`src/mac_learning_table_with_aging_unit_macros.svh`:
```
// Assertion macros shared by the address table RTL.
`ifndef MAC_LEARNING_TABLE_WITH_AGING_UNIT_MACROS_SVH
`define MAC_LEARNING_TABLE_WITH_AGING_UNIT_MACROS_SVH

// Same-cycle implication, sampled on clk and switched off during rst.
`define MLT_ASSERT_IMP(lbl, ante, cons, msg) \
  lbl: assert property (@(posedge clk) disable iff (rst) (ante) |-> (cons)) else $error(msg);

// Next-cycle implication, sampled on clk and switched off during rst.
`define MLT_ASSERT_NXT(lbl, ante, cons, msg) \
  lbl: assert property (@(posedge clk) disable iff (rst) (ante) |=> (cons)) else $error(msg);

`endif

```
`src/mlt_pkg.sv`:
```
// Types and constants shared by the address table modules.
package mlt_pkg;

  localparam int TABLE_ENTRIES = 64;
  localparam int PORT_COUNT    = 16;
  localparam int STAMP_BITS    = 16;
  localparam int MAC_W         = 48;
  localparam int PORT_W        = 4;
  localparam int TIMEOUT_W     = 12;
  localparam int COUNT_W       = 7;
  localparam int COUNT_MAX     = 127;
  localparam int TIMEOUT_RESET = 30;

  // Removal counting: each group of cells is counted and registered, and the group counts are added in the next cycle.
  localparam int GROUP_SIZE = 8;
  localparam int GROUPS     = (TABLE_ENTRIES + GROUP_SIZE - 1) / GROUP_SIZE;
  localparam int PART_W     = $clog2(GROUP_SIZE + 1);
  localparam int SUM_W      = $clog2(TABLE_ENTRIES + 1);

  typedef enum logic [1:0] {
    REQ_LOOKUP = 2'd0,
    REQ_LEARN  = 2'd1,
    REQ_TICK   = 2'd2,
    REQ_NOP    = 2'd3
  } req_kind_t;

  typedef enum logic [1:0] {
    ST_IDLE,
    ST_CMP,
    ST_APPLY,
    ST_SUM
  } state_t;

  typedef struct packed {
    req_kind_t         req_type;
    logic [MAC_W-1:0]  mac;
    logic [PORT_W-1:0] port_in;
  } req_t;

  typedef struct packed {
    logic               hit;
    logic [PORT_W-1:0]  port_out;
    logic [COUNT_W-1:0] removed_count;
    logic               learn_dropped;
  } rsp_t;

  // Broadcast from the sequencer to every cell.
  typedef struct packed {
    logic                  capture;
    logic                  learn_go;
    logic                  tick_go;
    logic                  found;
    logic [MAC_W-1:0]      mac;
    logic [PORT_W-1:0]     port;
    logic [STAMP_BITS-1:0] stamp;
    logic [TIMEOUT_W-1:0]  timeout;
  } cell_ctl_t;

  // Status flags that each cell reports back.
  typedef struct packed {
    logic valid;
    logic match;
    logic expire;
  } cell_stat_t;

endpackage

```
`src/mlt_count.sv`:
```
// Two-step count of the entries that a tick removes.
module mlt_count (
  input  logic                               clk,
  input  logic                               load,
  input  logic [mlt_pkg::TABLE_ENTRIES-1:0]  expire_vec,
  output logic [mlt_pkg::COUNT_W-1:0]        removed
);

  logic [mlt_pkg::PART_W-1:0] part      [mlt_pkg::GROUPS];
  logic [mlt_pkg::PART_W-1:0] part_next [mlt_pkg::GROUPS];
  logic [mlt_pkg::SUM_W-1:0]  sum;

  // Count each group of cells.
  always_comb begin
    for (int g = 0; g < mlt_pkg::GROUPS; g++) begin
      part_next[g] = '0;
      for (int k = 0; k < mlt_pkg::GROUP_SIZE; k++) begin
        if (g * mlt_pkg::GROUP_SIZE + k < mlt_pkg::TABLE_ENTRIES) begin
          part_next[g] = part_next[g]
                         + mlt_pkg::PART_W'(expire_vec[g * mlt_pkg::GROUP_SIZE + k]);
        end
      end
    end
  end

  always_ff @(posedge clk) begin
    if (load) begin
      part <= part_next;
    end
  end

  // Add the group counts and saturate to the result field.
  always_comb begin
    sum = '0;
    for (int g = 0; g < mlt_pkg::GROUPS; g++) begin
      sum = sum + mlt_pkg::SUM_W'(part[g]);
    end
    if (int'(sum) > mlt_pkg::COUNT_MAX) begin
      removed = mlt_pkg::COUNT_W'(mlt_pkg::COUNT_MAX);
    end else begin
      removed = mlt_pkg::COUNT_W'(sum);
    end
  end

endmodule

```
`config.mk`:
```
export PLATFORM = sky130hd
export DESIGN_NAME = mlt_count
export DESIGN_NICKNAME = d
export VERILOG_FILES = /design/src/mac_learning_table_with_aging_unit_macros.svh /design/src/mlt_pkg.sv /design/src/mlt_count.sv
export SDC_FILE = /design/constraint.sdc
export NUM_CORES = 1
export LEC_CHECK = 0
export BUFFER_PORTS_ARGS = -buffer_cell sky130_fd_sc_hd__buf_2
export CORE_UTILIZATION = 49
export CTS_CLUSTER_SIZE = 25
export DETAILED_ROUTE_END_ITERATION = 7
export PLACE_DENSITY = 0.76
export RECOVER_POWER = 25
export SYNTH_ARGS = -nofsm -noshare
export SYNTH_HDL_FRONTEND = slang
export SYNTH_SLANG_ARGS = --single-unit
```
`constraint.sdc`:
```
create_clock -name clk -period 9.15 [get_ports clk]
set_input_delay 0.915 -clock clk [delete_from_list [all_inputs] [get_ports clk]]
set_output_delay 0.915 -clock clk [all_outputs]
set_load 0.01 [all_outputs]
```
# Word level (Yosys, flattened, before mapping)
# Index checks and enable logic that the tools add are counted.
dict set report totals {
  reg_bits 32
  in_bits 66
  output_inout_bits 7
  elab_cells 71
}
dict set report classes {
  addsub 63
}
# op n
set ops {}
lappend ops {{$add 4x1->4} 32}
lappend ops {{$add 3x1->4} 8}
lappend ops {{$add 7x4->7} 4}
lappend ops {{$add 2x1->3} 8}
lappend ops {{$add 1x1->2} 8}
lappend ops {{$add 6x4->7} 1}
lappend ops {{$add 5x4->6} 1}
lappend ops {{$add 4x4->5} 1}

# Longest topological paths before layout
dict set report depth {
  depth_word 7
  depth_mapped 14
}

# Least setup slack after synthesis
# Ideal clock, no wire load.
dict set report synth_path {
  path_kind {register to output}
  start {register part[2] in the netlist's numbering}
  end {output port removed[6] in the netlist's numbering}
  t_arrival_ns 3.383
  t_required_ns 8.235
  setup_slack_ns 4.852
  path_stages_with_launch 15
  n_path_buf 0
  path_cell_list {edfxtp_1 inv_1 fa_1 inv_1 fa_1 fa_1 inv_1 fa_1 inv_1 ha_1 inv_1 fa_1 nor2b_1 o21ai_0 nand2b_1}
}
dict set report synth_via {
  elab_chain_len 1
}
# element line
set synth_lines {}
lappend synth_lines {{from (decl)} mlt_count.sv:9} ;# logic [mlt_pkg::PART_W-1:0] part [mlt_pkg::GROUPS];
lappend synth_lines {{from (signal assigned)} mlt_count.sv:28} ;# part <= part_next;
lappend synth_lines {{$add 7x4->7} mlt_count.sv:36} ;# sum = sum + mlt_pkg::SUM_W'(part[g]);
lappend synth_lines {{to (decl)} mlt_count.sv:6} ;# output logic [mlt_pkg::COUNT_W-1:0] removed
# No other way between the ends.

# Worst setup path after layout
# Ends and elaborated chain as after synthesis.

==> metrics.md <==
| Metric | Value |
|---|---|
| Outcome | finished with violations |
| Failing checks | capacitance limit, slew limit |
| Remaining global-route overflow | 0 |
| Largest registers | part (32) |
| Largest register FFs | 32 |
| Clock slew at reported path FFs | 0.07 ns |
| Yosys reg bits | 32 |
| Hold-fix buffers, CTS | 0 |
| WL final | 4.490 mm |
| Width of the die | 81.98 microns |
| Largest register by flop count | part |
| TritonCTS Buffers | 5 |
| Arr. time, crit path | 3.87 ns |
| Fin cells | 430 |
| # resized after CTS | 0 |
| Starting Density | 51.71% |
| Via Count | 1886 |
| FP Rows | 28 |
| RD Place Congestion | 0.7816 |
| Largest net degree at the start of global routing | 33 |
| Commonest non-fill, non-tap cell in the layout | inv_1 |
| Most frequent cells in the layout | inv_1, buf_2, fa_1 |
| ANT cells | 0 |
| Post-synthesis cell area | 3134 sq um |
| Synth Instances | 275 |
| GRT Overall Usage | 15.18% |
| Sequential fraction of the synthesis area | 30.66% |
| Die ar. | 6720 sq um |
| Max-slew violations | 33 |
| Buffer depth of the longest clock path | 2 |
| Routed WL per cell | 10.44 microns |
| Setup-failing EPs final | 0 |
| Maxcap violations | 1 |
| Die Y | 81.98 microns |
| Critical Path Start Type | register |
| Origin of the worst setup path | part[2] |
| CTS HTree Levels | 2 |
| Least-Margin Pin Slew | 1.673 ns |
| Final net count | 506 |
| DP HPWL | 4.088 mm |
| Final min period | 4.784 ns |
| Type of the worst setup path | register to output port |
| Worst EP required | 8.24 ns |
| Syn_area_per_cell | 11.40 sq um |
| HP Class | input port to register |
| Post-placement cell count | 422 |
| DRC violations left | 0 |
| Initial antenna violation count | 0 |
| # clock sinks | 32 |
| Num ports | 73 |
| Iteration-0 DRC Markers | 24 |
| Setup_tns | 0 ns |
| Peak Freq | 0.2090 GHz |
| Post-Place Cell Area | 3588 sq um |
| Critical Path Sink | removed[6] |
| Unique masters post-synth | 12 |
| IO buf count | 72 |
| Final Hold Viols | 0 |
| Via density | 4.386 |
| Vias in the first global route | 1965 |
| Antenna-violating nets left | 0 |
| Crit end category | output port |
| Final period utilization | 52.28% |
| TritonCTS clock tree | yes |
| Root buffer cell | clkbuf_8 |
| Post-route cell area | 3695 sq um |
| Worst slew margin | -11.55% |
| Mapped Nets | 427 |
| Area grow syn2layout | 17.88% |
| Post-CTS Repair Setup Buffers | 0 |
| Dpl ws | 4.621 ns |
| First-pass GRT wire length | 7.541 mm |
| Core outline area | 6061 sq um |
| Final WS setup | 4.366 ns |
| Critical-path maximum fanout | 2 |
| RSZ-0062 raised after global routing | false |
| Layout cells sized above 1 | 22.25% |
| YS warnings | 0 |
| Pre-Repair DR Iteration Count | 3 |
cell families (layout without fill, tap and decap cells):
kind of cell / count (synthesis) / after routing / share of synthesized area, %
simple gates: 10 / 10 / 1.996
buf+inv: 126 / 206 / 15.09
compound gates: 11 / 11 / 1.956
fa+ha+maj: 86 / 86 / 47.51
flops: 32 / 32 / 30.66
xor+xnor: 10 / 10 / 2.794
worst max-delay path, cell delays in order, from the launching register on:
cell	delay [ns]
edfxtp_1	0.33
inv_1	0.05
fa_1	0.52
inv_1	0.06
fa_1	0.51
fa_1	0.55
inv_1	0.06
fa_1	0.46
inv_1	0.07
ha_1	0.16
inv_1	0.06
fa_1	0.40
nor2b_1	0.12
o21ai_0	0.07
nand2b_1	0.07
buf_2	0.12
synth_stat cells (all sizes together):
cell type | instances | area, sq um
inv | 126 | 473.0
fa | 55 | 1101
edfxtp | 32 | 960.9
ha | 31 | 387.9
a21oi | 9 | 48.80
nor2b | 9 | 56.30
xnor2 | 6 | 52.55
xor2 | 4 | 35.03
a21o | 1 | 7.510
nand2b | 1 | 6.260
o21ai | 1 | 5.000
final cells by class:
class,instances,area [sq um]
multi-input combinational,117,1700
clock buffer,6,72.57
tap,75,93.84
fill,502,2366
timing repair buffer,72,359.1
clock inverter,2,35.03
inverter,126,473.0
sequential,32,960.9
metrics by stage:
stage	util, %	hold WS, ns
2_1_floorplan	-	1.028
3_3_place_gp	59.21	1.217
3_5_place_dp	59.21	1.217
4_1_cts	60.98	0.9286
5_1_grt	60.96	0.9346
6_report	60.96	0.9312
routing by layer:
| metal | vias to the layer above | GRT usage, % | part of all wire [%] |
|---|---|---|---|
| li1 | 931 | - | - |
| met1 | 901 | 17.30 | 42 |
| met2 | 44 | 27.85 | 53 |
| met3 | 10 | 2.889 | 3.3 |
| met4 | 0 | 5.789 | 1.7 |
| met5 | - | 0 | 0 |
how the worst min path moves through the flow:
| stage | from | endpoint | depth (start not counted) |
|---|---|---|---|
| after detailed placement | expire_vec[2] | part[28] | 2 |
| after CTS | expire_vec[34] | part[12] | 2 |
| after global placement | expire_vec[2] | part[28] | 2 |
| after global routing | expire_vec[2] | part[28] | 2 |
| after floorplan | load | part[0] | 0 |
| final | expire_vec[10] | part[24] | 2 |
Power is left out: the tool's default activity adds up to more than one toggle a clock period on the data nets, which glitch-free logic cannot reach.
