File: config.mk
export PLATFORM = sky130hd
export DESIGN_NAME = mlt_cell
export DESIGN_NICKNAME = d
export VERILOG_FILES = /design/src/mac_learning_table_with_aging_unit_macros.svh /design/src/mlt_pkg.sv /design/src/mlt_cell.sv
export SDC_FILE = /design/constraint.sdc
export NUM_CORES = 1
export LEC_CHECK = 0
export ABC_AREA = 1
export ABC_CLOCK_PERIOD_IN_PS = 11610
export BUFFER_PORTS_ARGS = -buffer_cell sky130_fd_sc_hd__buf_2
export CORE_MARGIN = 2
export CORE_UTILIZATION = 50
export CTS_CLUSTER_DIAMETER = 80
export DETAILED_ROUTE_END_ITERATION = 8
export PLACE_DENSITY_LB_ADDON = 0.15
export SETUP_SLACK_MARGIN = 0.2
export SLEW_MARGIN = 25
export SYNTH_ARGS = -nofsm -noshare
export SYNTH_HDL_FRONTEND = slang
export SYNTH_SLANG_ARGS = --single-unit
File: constraint.sdc
create_clock -name clk -period 11.61 [get_ports clk]
set_input_delay 1.161 -clock clk [delete_from_list [all_inputs] [get_ports clk]]
set_output_delay 1.161 -clock clk [all_outputs]
set_load 0.005 [all_outputs]
File: src/mac_learning_table_with_aging_unit_macros.svh
// Assertion macros shared by the address table RTL.
`ifndef MAC_LEARNING_TABLE_WITH_AGING_UNIT_MACROS_SVH
`define MAC_LEARNING_TABLE_WITH_AGING_UNIT_MACROS_SVH

// Same-cycle implication, sampled on clk and switched off during rst.
`define MLT_ASSERT_IMP(lbl, ante, cons, msg) \
  lbl: assert property (@(posedge clk) disable iff (rst) (ante) |-> (cons)) else $error(msg);

// Next-cycle implication, sampled on clk and switched off during rst.
`define MLT_ASSERT_NXT(lbl, ante, cons, msg) \
  lbl: assert property (@(posedge clk) disable iff (rst) (ante) |=> (cons)) else $error(msg);

`endif

File: src/mlt_pkg.sv
// Types and constants shared by the address table modules.
package mlt_pkg;

  localparam int TABLE_ENTRIES = 64;
  localparam int PORT_COUNT    = 16;
  localparam int STAMP_BITS    = 16;
  localparam int MAC_W         = 48;
  localparam int PORT_W        = 4;
  localparam int TIMEOUT_W     = 12;
  localparam int COUNT_W       = 7;
  localparam int COUNT_MAX     = 127;
  localparam int TIMEOUT_RESET = 30;

  // Removal counting: each group of cells is counted and registered, and the group counts are added in the next cycle.
  localparam int GROUP_SIZE = 8;
  localparam int GROUPS     = (TABLE_ENTRIES + GROUP_SIZE - 1) / GROUP_SIZE;
  localparam int PART_W     = $clog2(GROUP_SIZE + 1);
  localparam int SUM_W      = $clog2(TABLE_ENTRIES + 1);

  typedef enum logic [1:0] {
    REQ_LOOKUP = 2'd0,
    REQ_LEARN  = 2'd1,
    REQ_TICK   = 2'd2,
    REQ_NOP    = 2'd3
  } req_kind_t;

  typedef enum logic [1:0] {
    ST_IDLE,
    ST_CMP,
    ST_APPLY,
    ST_SUM
  } state_t;

  typedef struct packed {
    req_kind_t         req_type;
    logic [MAC_W-1:0]  mac;
    logic [PORT_W-1:0] port_in;
  } req_t;

  typedef struct packed {
    logic               hit;
    logic [PORT_W-1:0]  port_out;
    logic [COUNT_W-1:0] removed_count;
    logic               learn_dropped;
  } rsp_t;

  // Broadcast from the sequencer to every cell.
  typedef struct packed {
    logic                  capture;
    logic                  learn_go;
    logic                  tick_go;
    logic                  found;
    logic [MAC_W-1:0]      mac;
    logic [PORT_W-1:0]     port;
    logic [STAMP_BITS-1:0] stamp;
    logic [TIMEOUT_W-1:0]  timeout;
  } cell_ctl_t;

  // Status flags that each cell reports back.
  typedef struct packed {
    logic valid;
    logic match;
    logic expire;
  } cell_stat_t;

endpackage

File: src/mlt_cell.sv
// One table entry with its address compare, age check and free-slot chain link.
module mlt_cell (
  input  logic                          clk,
  input  logic                          rst,
  input  mlt_pkg::cell_ctl_t            ctl,
  input  logic                          free_in,
  output logic                          free_out,
  input  logic [mlt_pkg::PORT_W-1:0]    pchain_in,
  output logic [mlt_pkg::PORT_W-1:0]    pchain_out,
  output mlt_pkg::cell_stat_t           stat
);

  logic                              valid;
  logic                              match;
  logic                              expire;
  logic [mlt_pkg::MAC_W-1:0]         address;
  logic [mlt_pkg::PORT_W-1:0]        port;
  logic [mlt_pkg::STAMP_BITS-1:0]    stamp;
  logic [mlt_pkg::STAMP_BITS-1:0]    age;
  logic                              take;

  // Age wraps with the stamp width.
  assign age = ctl.stamp - stamp;

  // This cell takes a new address when nothing matched, this cell is free and no lower cell is free.
  assign take = !ctl.found && !valid && !free_in;

  // Chain links toward the next cell.
  assign free_out   = free_in | ~valid;
  assign pchain_out = pchain_in | (match ? port : '0);

  assign stat.valid  = valid;
  assign stat.match  = match;
  assign stat.expire = expire;

  // Control flags: valid bit and the flags captured in the compare cycle.
  always_ff @(posedge clk) begin
    if (rst) begin
      valid  <= 1'b0;
      match  <= 1'b0;
      expire <= 1'b0;
    end else begin
      if (ctl.capture) begin
        match  <= valid && (address == ctl.mac);
        expire <= valid && (age >= mlt_pkg::STAMP_BITS'(ctl.timeout));
      end
      if (ctl.tick_go && expire) begin
        valid <= 1'b0;
      end else if (ctl.learn_go && take) begin
        valid <= 1'b1;
      end
    end
  end

  // Entry payload, written by a learn that refreshes or fills this cell.
  always_ff @(posedge clk) begin
    if (ctl.learn_go && (match || take)) begin
      port  <= ctl.port;
      stamp <= ctl.stamp;
      if (take) begin
        address <= ctl.mac;
      end
    end
  end

endmodule

---- Word-level counts from Yosys, hierarchy flattened ----
Index checks and enable logic that the tools add are counted.
storage, ports and cells
  output and inout port bits .............. 8
  bits in registers ....................... 71
  input bits .............................. 91
operators by class
  reductions and logical operators ........ 13
  muxes and demuxes ....................... 1
  $add $sub $neg .......................... 1
  bitwise gates (word level) .............. 3
  $lt $le $gt $ge ......................... 1
  equal/unequal tests ..................... 1
operators by type and width
  operator                        number
  equality test 48 bit            1
  >= comparator 16 x 12 -> 1 bit  1
  subtractor 16 bit               1
  logical AND 1 bit               7
  2-to-1 mux 4 bit                1
  OR 4 bit                        1
  zero test 1 bit                 3
  AND reduction 2 bit             1
  OR reduction 2 bit              1
  logical OR 1 bit                1
  inverter 1 bit                  1
  OR 1 bit                        1

---- Logic depth before layout (Yosys ltp) ----
Gate-level depths: netlist of the first run.
  depth after elaboration ................. 6
  gate-level depth with buffers ........... 21
  gate-level depth less buffers ........... 21

---- Worst setup path after synthesis of the first run ----
Ideal clock, no wire load.
  path type ............................... in2reg
  from .................................... input port ctl[80] in the netlist's numbering
  to ...................................... register port[0] in the netlist's numbering, enable pin
  stages on the path ...................... 2
  path buffers ............................ 0
  data arrival time ....................... 6629 ps
  setup slack ............................. 4605 ps
  cell sequence ........................... nor4_1 a21o_1
on the way
  word-level cells in the longest chain between the ends .. 5
ends and longest elaborated chain
  item                            line            text
  start: declaration              mlt_cell.sv:5   input mlt_pkg::cell_ctl_t ctl,
  zero test 1 bit                 mlt_cell.sv:26  assign take = !ctl.found && !valid && !free_in;
  logical AND 1 bit (2 in a row)  mlt_cell.sv:26
  logical OR 1 bit                mlt_cell.sv:57  if (ctl.learn_go && (match || take)) begin
  logical AND 1 bit               mlt_cell.sv:57
  end signal: assignment          mlt_cell.sv:58  port <= ctl.port;
  end: declaration                mlt_cell.sv:17  logic [mlt_pkg::PORT_W-1:0] port;
No other way between the ends.
A chain may end at the register's enable or synchronous reset.

---- Worst setup path after layout of the first run ----
  from .................................... input port ctl[12] in the netlist's numbering
  to ...................................... register expire
on the way
  word-level cells in the longest chain between the ends .. 3
ends and longest elaborated chain
  item                            line            text
  subtractor 16 bit               mlt_cell.sv:23  assign age = ctl.stamp - stamp;
  >= comparator 16 x 12 -> 1 bit  mlt_cell.sv:45  expire <= valid && (age >= mlt_pkg::STAMP_BITS'(ctl.timeout));
  logical AND 1 bit               mlt_cell.sv:45
  end signal: assignment          mlt_cell.sv:45
  end: declaration                mlt_cell.sv:15  logic expire;
No other way between the ends.

==> impl_metrics.json, run 1 <==
{
  "r2r_cells": 16,
  "core_area_um2": 7810,
  "track_usage_pct": 19.3,
  "worstPathRequired_ns": 11.85,
  "p_sw_mw": 0.150,
  "dr.pass1.iters": 4,
  "synthCells": 430,
  "diodes": 0,
  "worst_hold_slack_ns": 0.481,
  "final_util_pct": 62.8,
  "clock_latency_ns": 0.34,
  "synth_warnings": 0,
  "fin_crit_ns": 3.19,
  "dieArea_um2": 8900,
  "peakVddDrop_v": 0.0000586,
  "pin_count": 99,
  "ys_types": 29,
  "antenna_found_initial": 0,
  "h-tree-depth": 3,
  "p_seq_share_pct": 48.6,
  "cts_buffers": 9,
  "comb_power_share_pct": 15.5,
  "grt_pass1_vias": 3106,
  "place_congestion": 0.946,
  "hold_viol": 0,
  "setup-violations-final": 0,
  "seq_area_frac_synth_pct": 51.5,
  "critPathLaunch": "ctl[12]",
  "grt-ovfl-total": 0,
  "area_delta_synth_final_pct": 20.2,
  "finClkSkew_ns": 0.00786,
  "hold_class": "reg -> reg",
  "intPower_mw": 0.451,
  "clkSlewWorstSetupHoldPaths_ns": 0.08,
  "power_density_nw_per_um2": 123,
  "maxCapViolCount": 0,
  "core.rowCount": 32,
  "p_total_mw": 0.601,
  "end_kind": "flip-flop",
  "dp_hpwl_um": 6470,
  "r2r_slack_ns": 8.98,
  "layout_commonest_cell": "nand2_1",
  "drive_above_1_share_pct": 22.5,
  "cp_max_fo": 3,
  "cts_resized": 0,
  "crit_top_cell": "nand2_1",
  "die_w_um": 94.3,
  "drt-total-wl_um": 8360,
  "slowest_delay_ns": 0.41,
  "start_kind": "input pin",
  "grt_pass1_wl_um": 13400,
  "tns_ns": 0,
  "hold_buffers": 0,
  "cts_root_buf": "clkbuf_8",
  "reg2reg_to": "expire",
  "layout_common_cells": "nand2_1 (99), buf_2 (98), inv_1 (93)",
  "rsz0062_at_grt": "no",
  "grt_max_degree": 50,
  "crit_chain": "buf_2 -> inv_1 -> ha_1 -> fa_1 -> inv_1 -> nand4_1 -> nand2_1 -> a31oi_1 -> xnor2_1 -> ha_1 -> nand2_1 -> nor2_1 -> a211oi_1 -> nand3_1 -> nor2_1 -> nand2_1 -> nand2_1 -> a21oi_2",
  "viasPerCell": 4.92,
  "synthesis.area_um2": 4080,
  "antenna_left": 0,
  "p_clk_share_pct": 36.0,
  "cts_tree": "yes",
  "fin_crit_sh_pct": 27.5,
  "syn_nets": 549,
  "initial_core_util_pct": 52.3,
  "maxSlewViolCount": 0,
  "layout.nets": 656,
  "drc": 0,
  "post-cts-setup-buffers": 0,
  "syn_avg_cell_area_um2": 9.49,
  "critical_path_class": "in -> reg",
  "max-clock-path-buffers": 2,
  "arrival_ns": 3.43,
  "port_buffers": 98,
  "tightest_slew_ns": 0.863,
  "status": "finished clean",
  "cp_slowest_cell": "fa_1",
  "vias": 3168,
  "ys_top_cells_by_area": "edfxtp_1 (50%), nand2_1 (9.1%), inv_1 (8.6%)",
  "reg2reg_from": "stamp[0]",
  "swShare_pct": 25.0,
  "drt_iter0_drc": 95,
  "synth.largest_area_cell": "edfxtp_1",
  "cp-endpoint": "expire",
  "die_h_um": 94.3,
  "max-slew-margin-rel_pct": 42.4,
  "p_leak_nw": 2.42,
  "timing.fmax_ghz": 0.313,
  "wl_per_cell_um": 13.0,
  "ys_seq_elements": 71,
  "cts_sinks": 71,
  "yosysTopAreaCellShare_pct": 50.0
}
[through the flow]
stage	setup WS (ns)	std cells	area, µm²
finish	8.42	644	4900
global route	8.21	644	4900
CTS	8.46	644	4900
detailed placement	8.09	628	4690
global placement	8.13	628	4690
floorplan	4.60	430	4080
[Yosys cell counts, drive strengths merged]
cell,count
nand2,103
inv,93
edfxtp,68
ha,27
nor2,20
xor2,19
a21oi,18
xnor2,15
nand3,11
o22ai,9
nand4,8
a21o,5
nor4,5
a211oi,4
o21ai,4
a22o,3
a31oi,3
buf,3
dfxtp,3
and3,2
nand3b,2
a221oi,1
fa,1
nor3,1
o21bai,1
or2,1
[cells by family after synthesis]
group                      Yosys count  synth area share [%]
and+or+nand+nor                    153                  16.0
buffers and inverters               96                  9.11
DFF                                 71                  51.5
AOI/OAI and AO/OA                   48                  7.33
xor gates and xnor gates            34                  7.30
adders and majority gates           28                  8.77
[critical path, delay by kind of cell]
kind,cells,cell delay (ns)
xor+xnor,1,0.14
compound gates,3,0.33
fa+ha+maj,3,0.90
buf+inv,3,0.22
simple gates,8,0.70
[power by group through the flow]
stage	clock network [mW]	registers, mW	logic [mW]
2_1_floorplan	0	0.298	0.0588
3_5_place_dp	0	0.298	0.0929
3_3_place_gp	0	0.297	0.0900
5_1_grt	0.228	0.293	0.107
6_report	0.216	0.292	0.0931
4_1_cts	0.222	0.292	0.0938
[state kept, by name (all words and copies together), names as in the netlist]
| signal | cells |
|---|---|
| address | 48 |
| expire | 1 |
| match | 1 |
| port | 4 |
| stamp | 16 |
| valid | 1 |
[how the worst min path moves through the flow]
stage	endpoint	depth (start not counted)	slack, ns	start
2_1_floorplan	valid	1	0.43	expire
3_3_place_gp	valid	1	0.45	expire
3_5_place_dp	valid	1	0.46	expire
4_1_cts	valid	1	0.48	expire
5_1_grt	valid	1	0.50	expire
6_report	valid	1	0.48	expire
[cell type report]
type / count / area, µm²
Multi-Input combinational cell: 263 / 1610
Sequential cell: 71 / 2100
Clock buffer: 10 / 128
Tap cell: 102 / 128
Timing Repair Buffer: 99 / 498
Inverter: 93 / 349
Fill cell: 660 / 2900
Clock inverter: 6 / 86.3
[metal layers]
layer	track usage, %	wire, µm	part of all wire, %
met4	7.37	157	1.9
met1	23.1	3640	44
met2	33.9	4110	49
met3	4.63	447	5.3
met5	0	0	0
Power figures use the tool's default switching activity.
==> inputs of run 2 (changes only) <==
--- a/config.mk
+++ b/config.mk
@@ -6,10 +6,10 @@
 export NUM_CORES = 1
 export LEC_CHECK = 0
 export ABC_AREA = 1
-export ABC_CLOCK_PERIOD_IN_PS = 11610
+export ABC_CLOCK_PERIOD_IN_PS = 2700
 export BUFFER_PORTS_ARGS = -buffer_cell sky130_fd_sc_hd__buf_2
 export CORE_MARGIN = 2
-export CORE_UTILIZATION = 50
+export CORE_UTILIZATION = 49
 export CTS_CLUSTER_DIAMETER = 80
 export DETAILED_ROUTE_END_ITERATION = 8
 export PLACE_DENSITY_LB_ADDON = 0.15
==> constraint.sdc (replaced) <==
create_clock -name clk -period 2.7 [get_ports clk]
set_input_delay 0.27 -clock clk [delete_from_list [all_inputs] [get_ports clk]]
set_output_delay 0.27 -clock clk [all_outputs]
set_load 0.005 [all_outputs]
==> run 2 against run 1 <==
Against the previous run:
- worst hold slack got worse by 0.38 ns
- register-to-register slack got worse by 8.8 ns
- via count decreased by 0.35%
- die area increased by 1.9%
- flip-flop and latch count unchanged
- critical path type is now reg -> reg
- count of clock-buffer cells in the layout unchanged
- final cell count increased by 1.1%
- cell area increased by 2.6%
- utilization decreased by 0.97 points
- clock skew about the same
- sequential power increased to 4.3 times the previous value
- setup slack got worse by 8.2 ns
==> impl_metrics.json, run 2 (synthesis gave the netlist of run 1 again) <==
{
  "status": "finished clean",
  "fin_crit_ns": 2.50,
  "grt_max_degree": 50,
  "final_util_pct": 61.8,
  "cp-endpoint": "expire",
  "hold_viol": 0,
  "reg2reg_from": "stamp[4]",
  "r2r_cells": 17,
  "grt_pass1_vias": 3067,
  "h-tree-depth": 3,
  "core.rowCount": 33,
  "rsz0062_at_grt": "yes",
  "p_seq_share_pct": 47.7,
  "dieArea_um2": 9070,
  "p_clk_share_pct": 36.1,
  "swShare_pct": 25.4,
  "pin_count": 99,
  "p_total_mw": 2.63,
  "port_buffers": 98,
  "regArea_um2": 2100,
  "critPathLaunch": "stamp[4]",
  "hold_class": "in -> reg",
  "finClkSkew_ns": 0.00833,
  "diodes": 0,
  "postPlaceCellArea_um2": 4710,
  "max-clock-path-buffers": 2,
  "layout.nets": 660,
  "tightest_slew_ns": 0.621,
  "cts_sinks": 71,
  "area_delta_synth_final_pct": 23.3,
  "comb_power_share_pct": 16.2,
  "cts_tree": "yes",
  "start_kind": "flip-flop",
  "worst_hold_slack_ns": 0.104,
  "setup-violations-final": 0,
  "clock_latency_ns": 0.34,
  "fin_ws_ns": 0.199,
  "power_density_nw_per_um2": 523,
  "reg_top3": "address (48), stamp (16), port (4)",
  "dr.pass1.iters": 4,
  "reg2reg_to": "expire",
  "peakVddDrop_v": 0.000291,
  "drt_iter0_drc": 81,
  "drc": 0,
  "dp_hpwl_um": 6490,
  "grt-ovfl-total": 0,
  "viasPerCell": 4.85,
  "maxSlewViolCount": 0,
  "cts_root_buf": "clkbuf_8",
  "largest_reg_flops": 48,
  "tns_ns": 0,
  "fin_cells": 651,
  "intPower_mw": 1.96,
  "track_usage_pct": 19.0,
  "cts_buffers": 9,
  "fillers": 714,
  "clkSlewWorstSetupHoldPaths_ns": 0.08,
  "r2r_slack_ns": 0.20,
  "antenna_left": 0,
  "place_congestion": 0.872,
  "drive_above_1_share_pct": 25.8,
  "place_inst": 632,
  "worstPathRequired_ns": 2.94,
  "hold_buffers": 0,
  "maxCapViolCount": 0,
  "fin_area_um2": 5030,
  "p_leak_nw": 2.43,
  "wl_per_cell_um": 12.9,
  "p_sw_mw": 0.670,
  "vias": 3157,
  "critical_path_class": "reg -> reg",
  "end_kind": "flip-flop",
  "fin_crit_sh_pct": 92.6,
  "die_h_um": 95.3,
  "arrival_ns": 2.74,
  "core_area_um2": 8130,
  "max-slew-margin-rel_pct": 58.6,
  "drt-total-wl_um": 8400,
  "timing.fmax_ghz": 0.400,
  "multi_input_area_um2": 1700,
  "grt_pass1_wl_um": 13200,
  "initial_core_util_pct": 50.2,
  "die_w_um": 95.3,
  "antenna_found_initial": 0,
  "layout_common_cells": "nand2_1 (98), buf_2 (98), inv_1 (91)",
  "cp_max_fo": 4,
  "post-place-ws_ns": 0.106,
  "regMostFlops": "address"
}
run 2: cell count changes in the layout (fill, tap and decap cells not counted), moves of 2 or more:
cell      before  now
ha_1          27   22
ha_4           0    4
clkinv_2       2    0
inv_1         93   91
a21oi_1       17   14
a21oi_2        1    4
buf_4          1    5
inv_2          0    2
run 2: per-layer routing:
metal	vias to the layer above	track usage [%]	part of all wire [%]
met5	-	0	0
met3	10	4.35	4.7
met2	65	32.4	49
met4	0	7.25	1.6
met1	1444	23.3	44
li1	1638	-	-
run 2: worst min-delay path by stage:
stage	to	depth (start not counted)	from
floorplan	expire	1	rst
global placement	port[3]	1	ctl[31]
detailed placement	port[2]	1	ctl[30]
CTS	port[2]	1	ctl[30]
global route	port[0]	1	ctl[28]
finish	port[2]	1	ctl[30]
run 2: repair_timing:
item	CTS	global route
resized for setup	11	2
pin swaps	11	1
endpoints found under the setup margin	1	1
setup buffers	3	0
run 2: final cells by class:
| cell class | count | share of cell area, % |
|---|---|---|
| Clock inverter | 6 | 1.87 |
| Multi-Input combinational cell | 263 | 33.7 |
| Tap cell | 105 | 2.61 |
| Sequential cell | 71 | 41.8 |
| Clock buffer | 10 | 2.54 |
| Inverter | 93 | 6.94 |
| Timing Repair Buffer | 103 | 10.5 |
run 2: power groups by stage:
stage / Clock (mW) / Combinational, mW / Sequential (mW)
6_report: 0.951 / 0.427 / 1.26
5_1_grt: 1.02 / 0.486 / 1.26
4_1_cts: 0.977 / 0.424 / 1.26
3_5_place_dp: 0 / 0.404 / 1.28
3_3_place_gp: 0 / 0.391 / 1.28
2_1_floorplan: 0 / 0.254 / 1.28
run 2: critical path: stages (launching register included):
cell and delay (ns):
edfxtp_1 0.39, inv_2 0.08, ha_4 0.20, nand2_1 0.06, nand2_1 0.08, a21oi_2 0.17
nand2_2 0.08, a31oi_1 0.20, xnor2_1 0.10, ha_1 0.33, nand2_1 0.10, nor2_1 0.06
a211oi_2 0.19, nand3_1 0.10, nor2_1 0.09, nand2_1 0.06, nand2_1 0.06, a21oi_2 0.05
==> inputs of run 3 (changes only) <==
--- a/config.mk
+++ b/config.mk
@@ -13,6 +13,7 @@
 export CTS_CLUSTER_DIAMETER = 80
 export DETAILED_ROUTE_END_ITERATION = 8
 export PLACE_DENSITY_LB_ADDON = 0.15
+export REMOVE_ABC_BUFFERS = 1
 export SETUP_SLACK_MARGIN = 0.2
 export SLEW_MARGIN = 25
 export SYNTH_ARGS = -nofsm -noshare
==> run 3 against run 2 <==
Against the previous run:
- final cell count shrank 0.46%
- flip-flop and latch count is the same
- largest power group unchanged
- cell area shrank 0.15%
- fmax shrank 1.6%
- largest cell class unchanged
- die area is the same
- highest routed layer unchanged
==> impl_metrics.json, run 3 (synthesis gave the netlist of run 1 again) <==
{
  "dieArea_um2": 9070,
  "cp_slowest_cell": "edfxtp_1",
  "drt_iter0_drc": 82,
  "postPlaceCellArea_um2": 4700,
  "die_w_um": 95.3,
  "r2r_slack_ns": 0.16,
  "grt_pass1_wl_um": 13400,
  "die_h_um": 95.3,
  "drive_above_1_share_pct": 25.4,
  "drc": 0,
  "vias": 3160,
  "antenna_found_initial": 0,
  "start_kind": "flip-flop",
  "wl_per_cell_um": 13.2,
  "status": "finished clean",
  "fin_area_um2": 5020,
  "reg_top3": "address (48), stamp (16), port (4)",
  "dr.pass1.iters": 5,
  "tightest_slew_ns": 0.874,
  "arrival_ns": 2.78,
  "cts_sinks": 71,
  "layout_commonest_cell": "buf_2",
  "dp_hpwl_um": 6500,
  "p_clk_share_pct": 39.2,
  "power_density_nw_per_um2": 550,
  "clkSlewWorstSetupHoldPaths_ns": 0.08,
  "place_congestion": 0.843,
  "initial_core_util_pct": 50.2,
  "hold_viol": 0,
  "regArea_um2": 2100,
  "p_seq_share_pct": 45.4,
  "maxCapViolCount": 0,
  "crit_chain": "ha_2 -> fa_2 -> inv_1 -> nand4_1 -> nand2_1 -> a31oi_1 -> xnor2_1 -> ha_1 -> nand2_2 -> nor2_1 -> a211oi_2 -> nand3_1 -> nor2_1 -> nand2_1 -> nand2_1 -> a21oi_2",
  "layout.nets": 657,
  "hold_end": "port[2]",
  "fin_crit_sh_pct": 94.1,
  "p_sw_mw": 0.685,
  "largest_reg_flops": 48,
  "core.rowCount": 33,
  "fin_ws_ns": 0.159,
  "area_delta_synth_final_pct": 23.1,
  "grt_max_degree": 50,
  "timing.fmax_ghz": 0.394,
  "core_area_um2": 8130,
  "crit_family": "adder cells",
  "post-place-ws_ns": 0.0709,
  "critical_path_class": "reg -> reg",
  "min_path_cells": 1,
  "post-cts-setup-buffers": 0,
  "tns_ns": 0,
  "intPower_mw": 2.08,
  "clock_latency_ns": 0.35,
  "regMostFlops": "address",
  "comb_power_share_pct": 15.4,
  "port_buffers": 98,
  "drt-total-wl_um": 8540,
  "peakVddDrop_v": 0.000278,
  "hold_class": "in -> reg",
  "slowest_delay_ns": 0.39,
  "path_buf_inv": 1,
  "rsz0062_at_grt": "yes",
  "crit_top_cell": "nand2_1",
  "worst_hold_slack_ns": 0.0927,
  "critPathLaunch": "stamp[0]",
  "finClkSkew_ns": 0.00739,
  "grt-ovfl-total": 0,
  "fillers": 706,
  "p_leak_nw": 2.44,
  "end_kind": "flip-flop",
  "multi_input_area_um2": 1680,
  "min_from": "ctl[30]",
  "diodes": 0,
  "h-tree-depth": 3,
  "max-slew-margin-rel_pct": 41.8,
  "worstPathRequired_ns": 2.94,
  "maxSlewViolCount": 0,
  "r2r_cells": 16,
  "cts_tree": "yes",
  "grt_pass1_vias": 3056,
  "reg2reg_to": "expire",
  "reg2reg_from": "stamp[0]",
  "setup-violations-final": 0,
  "layout_common_cells": "buf_2 (98), nand2_1 (97), inv_1 (93)",
  "cts_buffers": 9,
  "max-clock-path-buffers": 2,
  "swShare_pct": 24.8,
  "cp_max_fo": 2,
  "viasPerCell": 4.88,
  "fin_crit_ns": 2.54,
  "track_usage_pct": 19.0,
  "pin_count": 99,
  "antenna_left": 0,
  "cts_root_buf": "clkbuf_8"
}
==> run 3: worst max-delay path by stage <==
stage | end | depth (start not counted) | slack (ns)
2_1_floorplan | port[0] | 2 | -3.44
3_3_place_gp | expire | 18 | 0.15
3_5_place_dp | expire | 18 | 0.07
4_1_cts | expire | 16 | 0.20
5_1_grt | expire | 17 | 0.002
6_report | expire | 16 | 0.16
==> run 3: power groups by stage <==
stage          registers (mW)  clock network [mW]  logic [mW]
5_1_grt                  1.26                1.13       0.487
6_report                 1.25                1.08       0.425
2_1_floorplan            1.28                   0       0.251
3_5_place_dp             1.28                   0       0.402
4_1_cts                  1.26                1.10       0.409
3_3_place_gp             1.28                   0       0.390
==> run 3: layout make-up <==
cell class	count	share of cell area (%)
multi-input combinational	263	33.5
tap	105	2.62
inverter	93	6.95
sequential	71	41.9
clock buffer	10	2.74
timing repair buffer	100	10.1
clock inverter	6	2.29
==> run 3: repair_timing <==
item / 4_1_cts / 5_1_grt
hold buffers: 0 / 0
endpoints found under the setup margin: 1 / 1
resized for setup: 6 / 9
pin swaps: 1 / 7
==> run 3: per-stage QoR <==
stage	power, mW	cells	util, %
global placement	1.67	632	57.8
global route	2.88	648	61.7
floorplan	1.53	427	-
detailed placement	1.68	632	57.8
finish	2.76	648	61.7
CTS	2.76	648	61.1
==> run 3: per-layer routing <==
layer  global-route usage (%)  vias up  wire length, µm
li1                         -     1627                -
met4                     7.49        0              142
met5                        0        -                0
met2                     33.3       68             4260
met3                     3.72       13              421
met1                     23.0     1452             3720
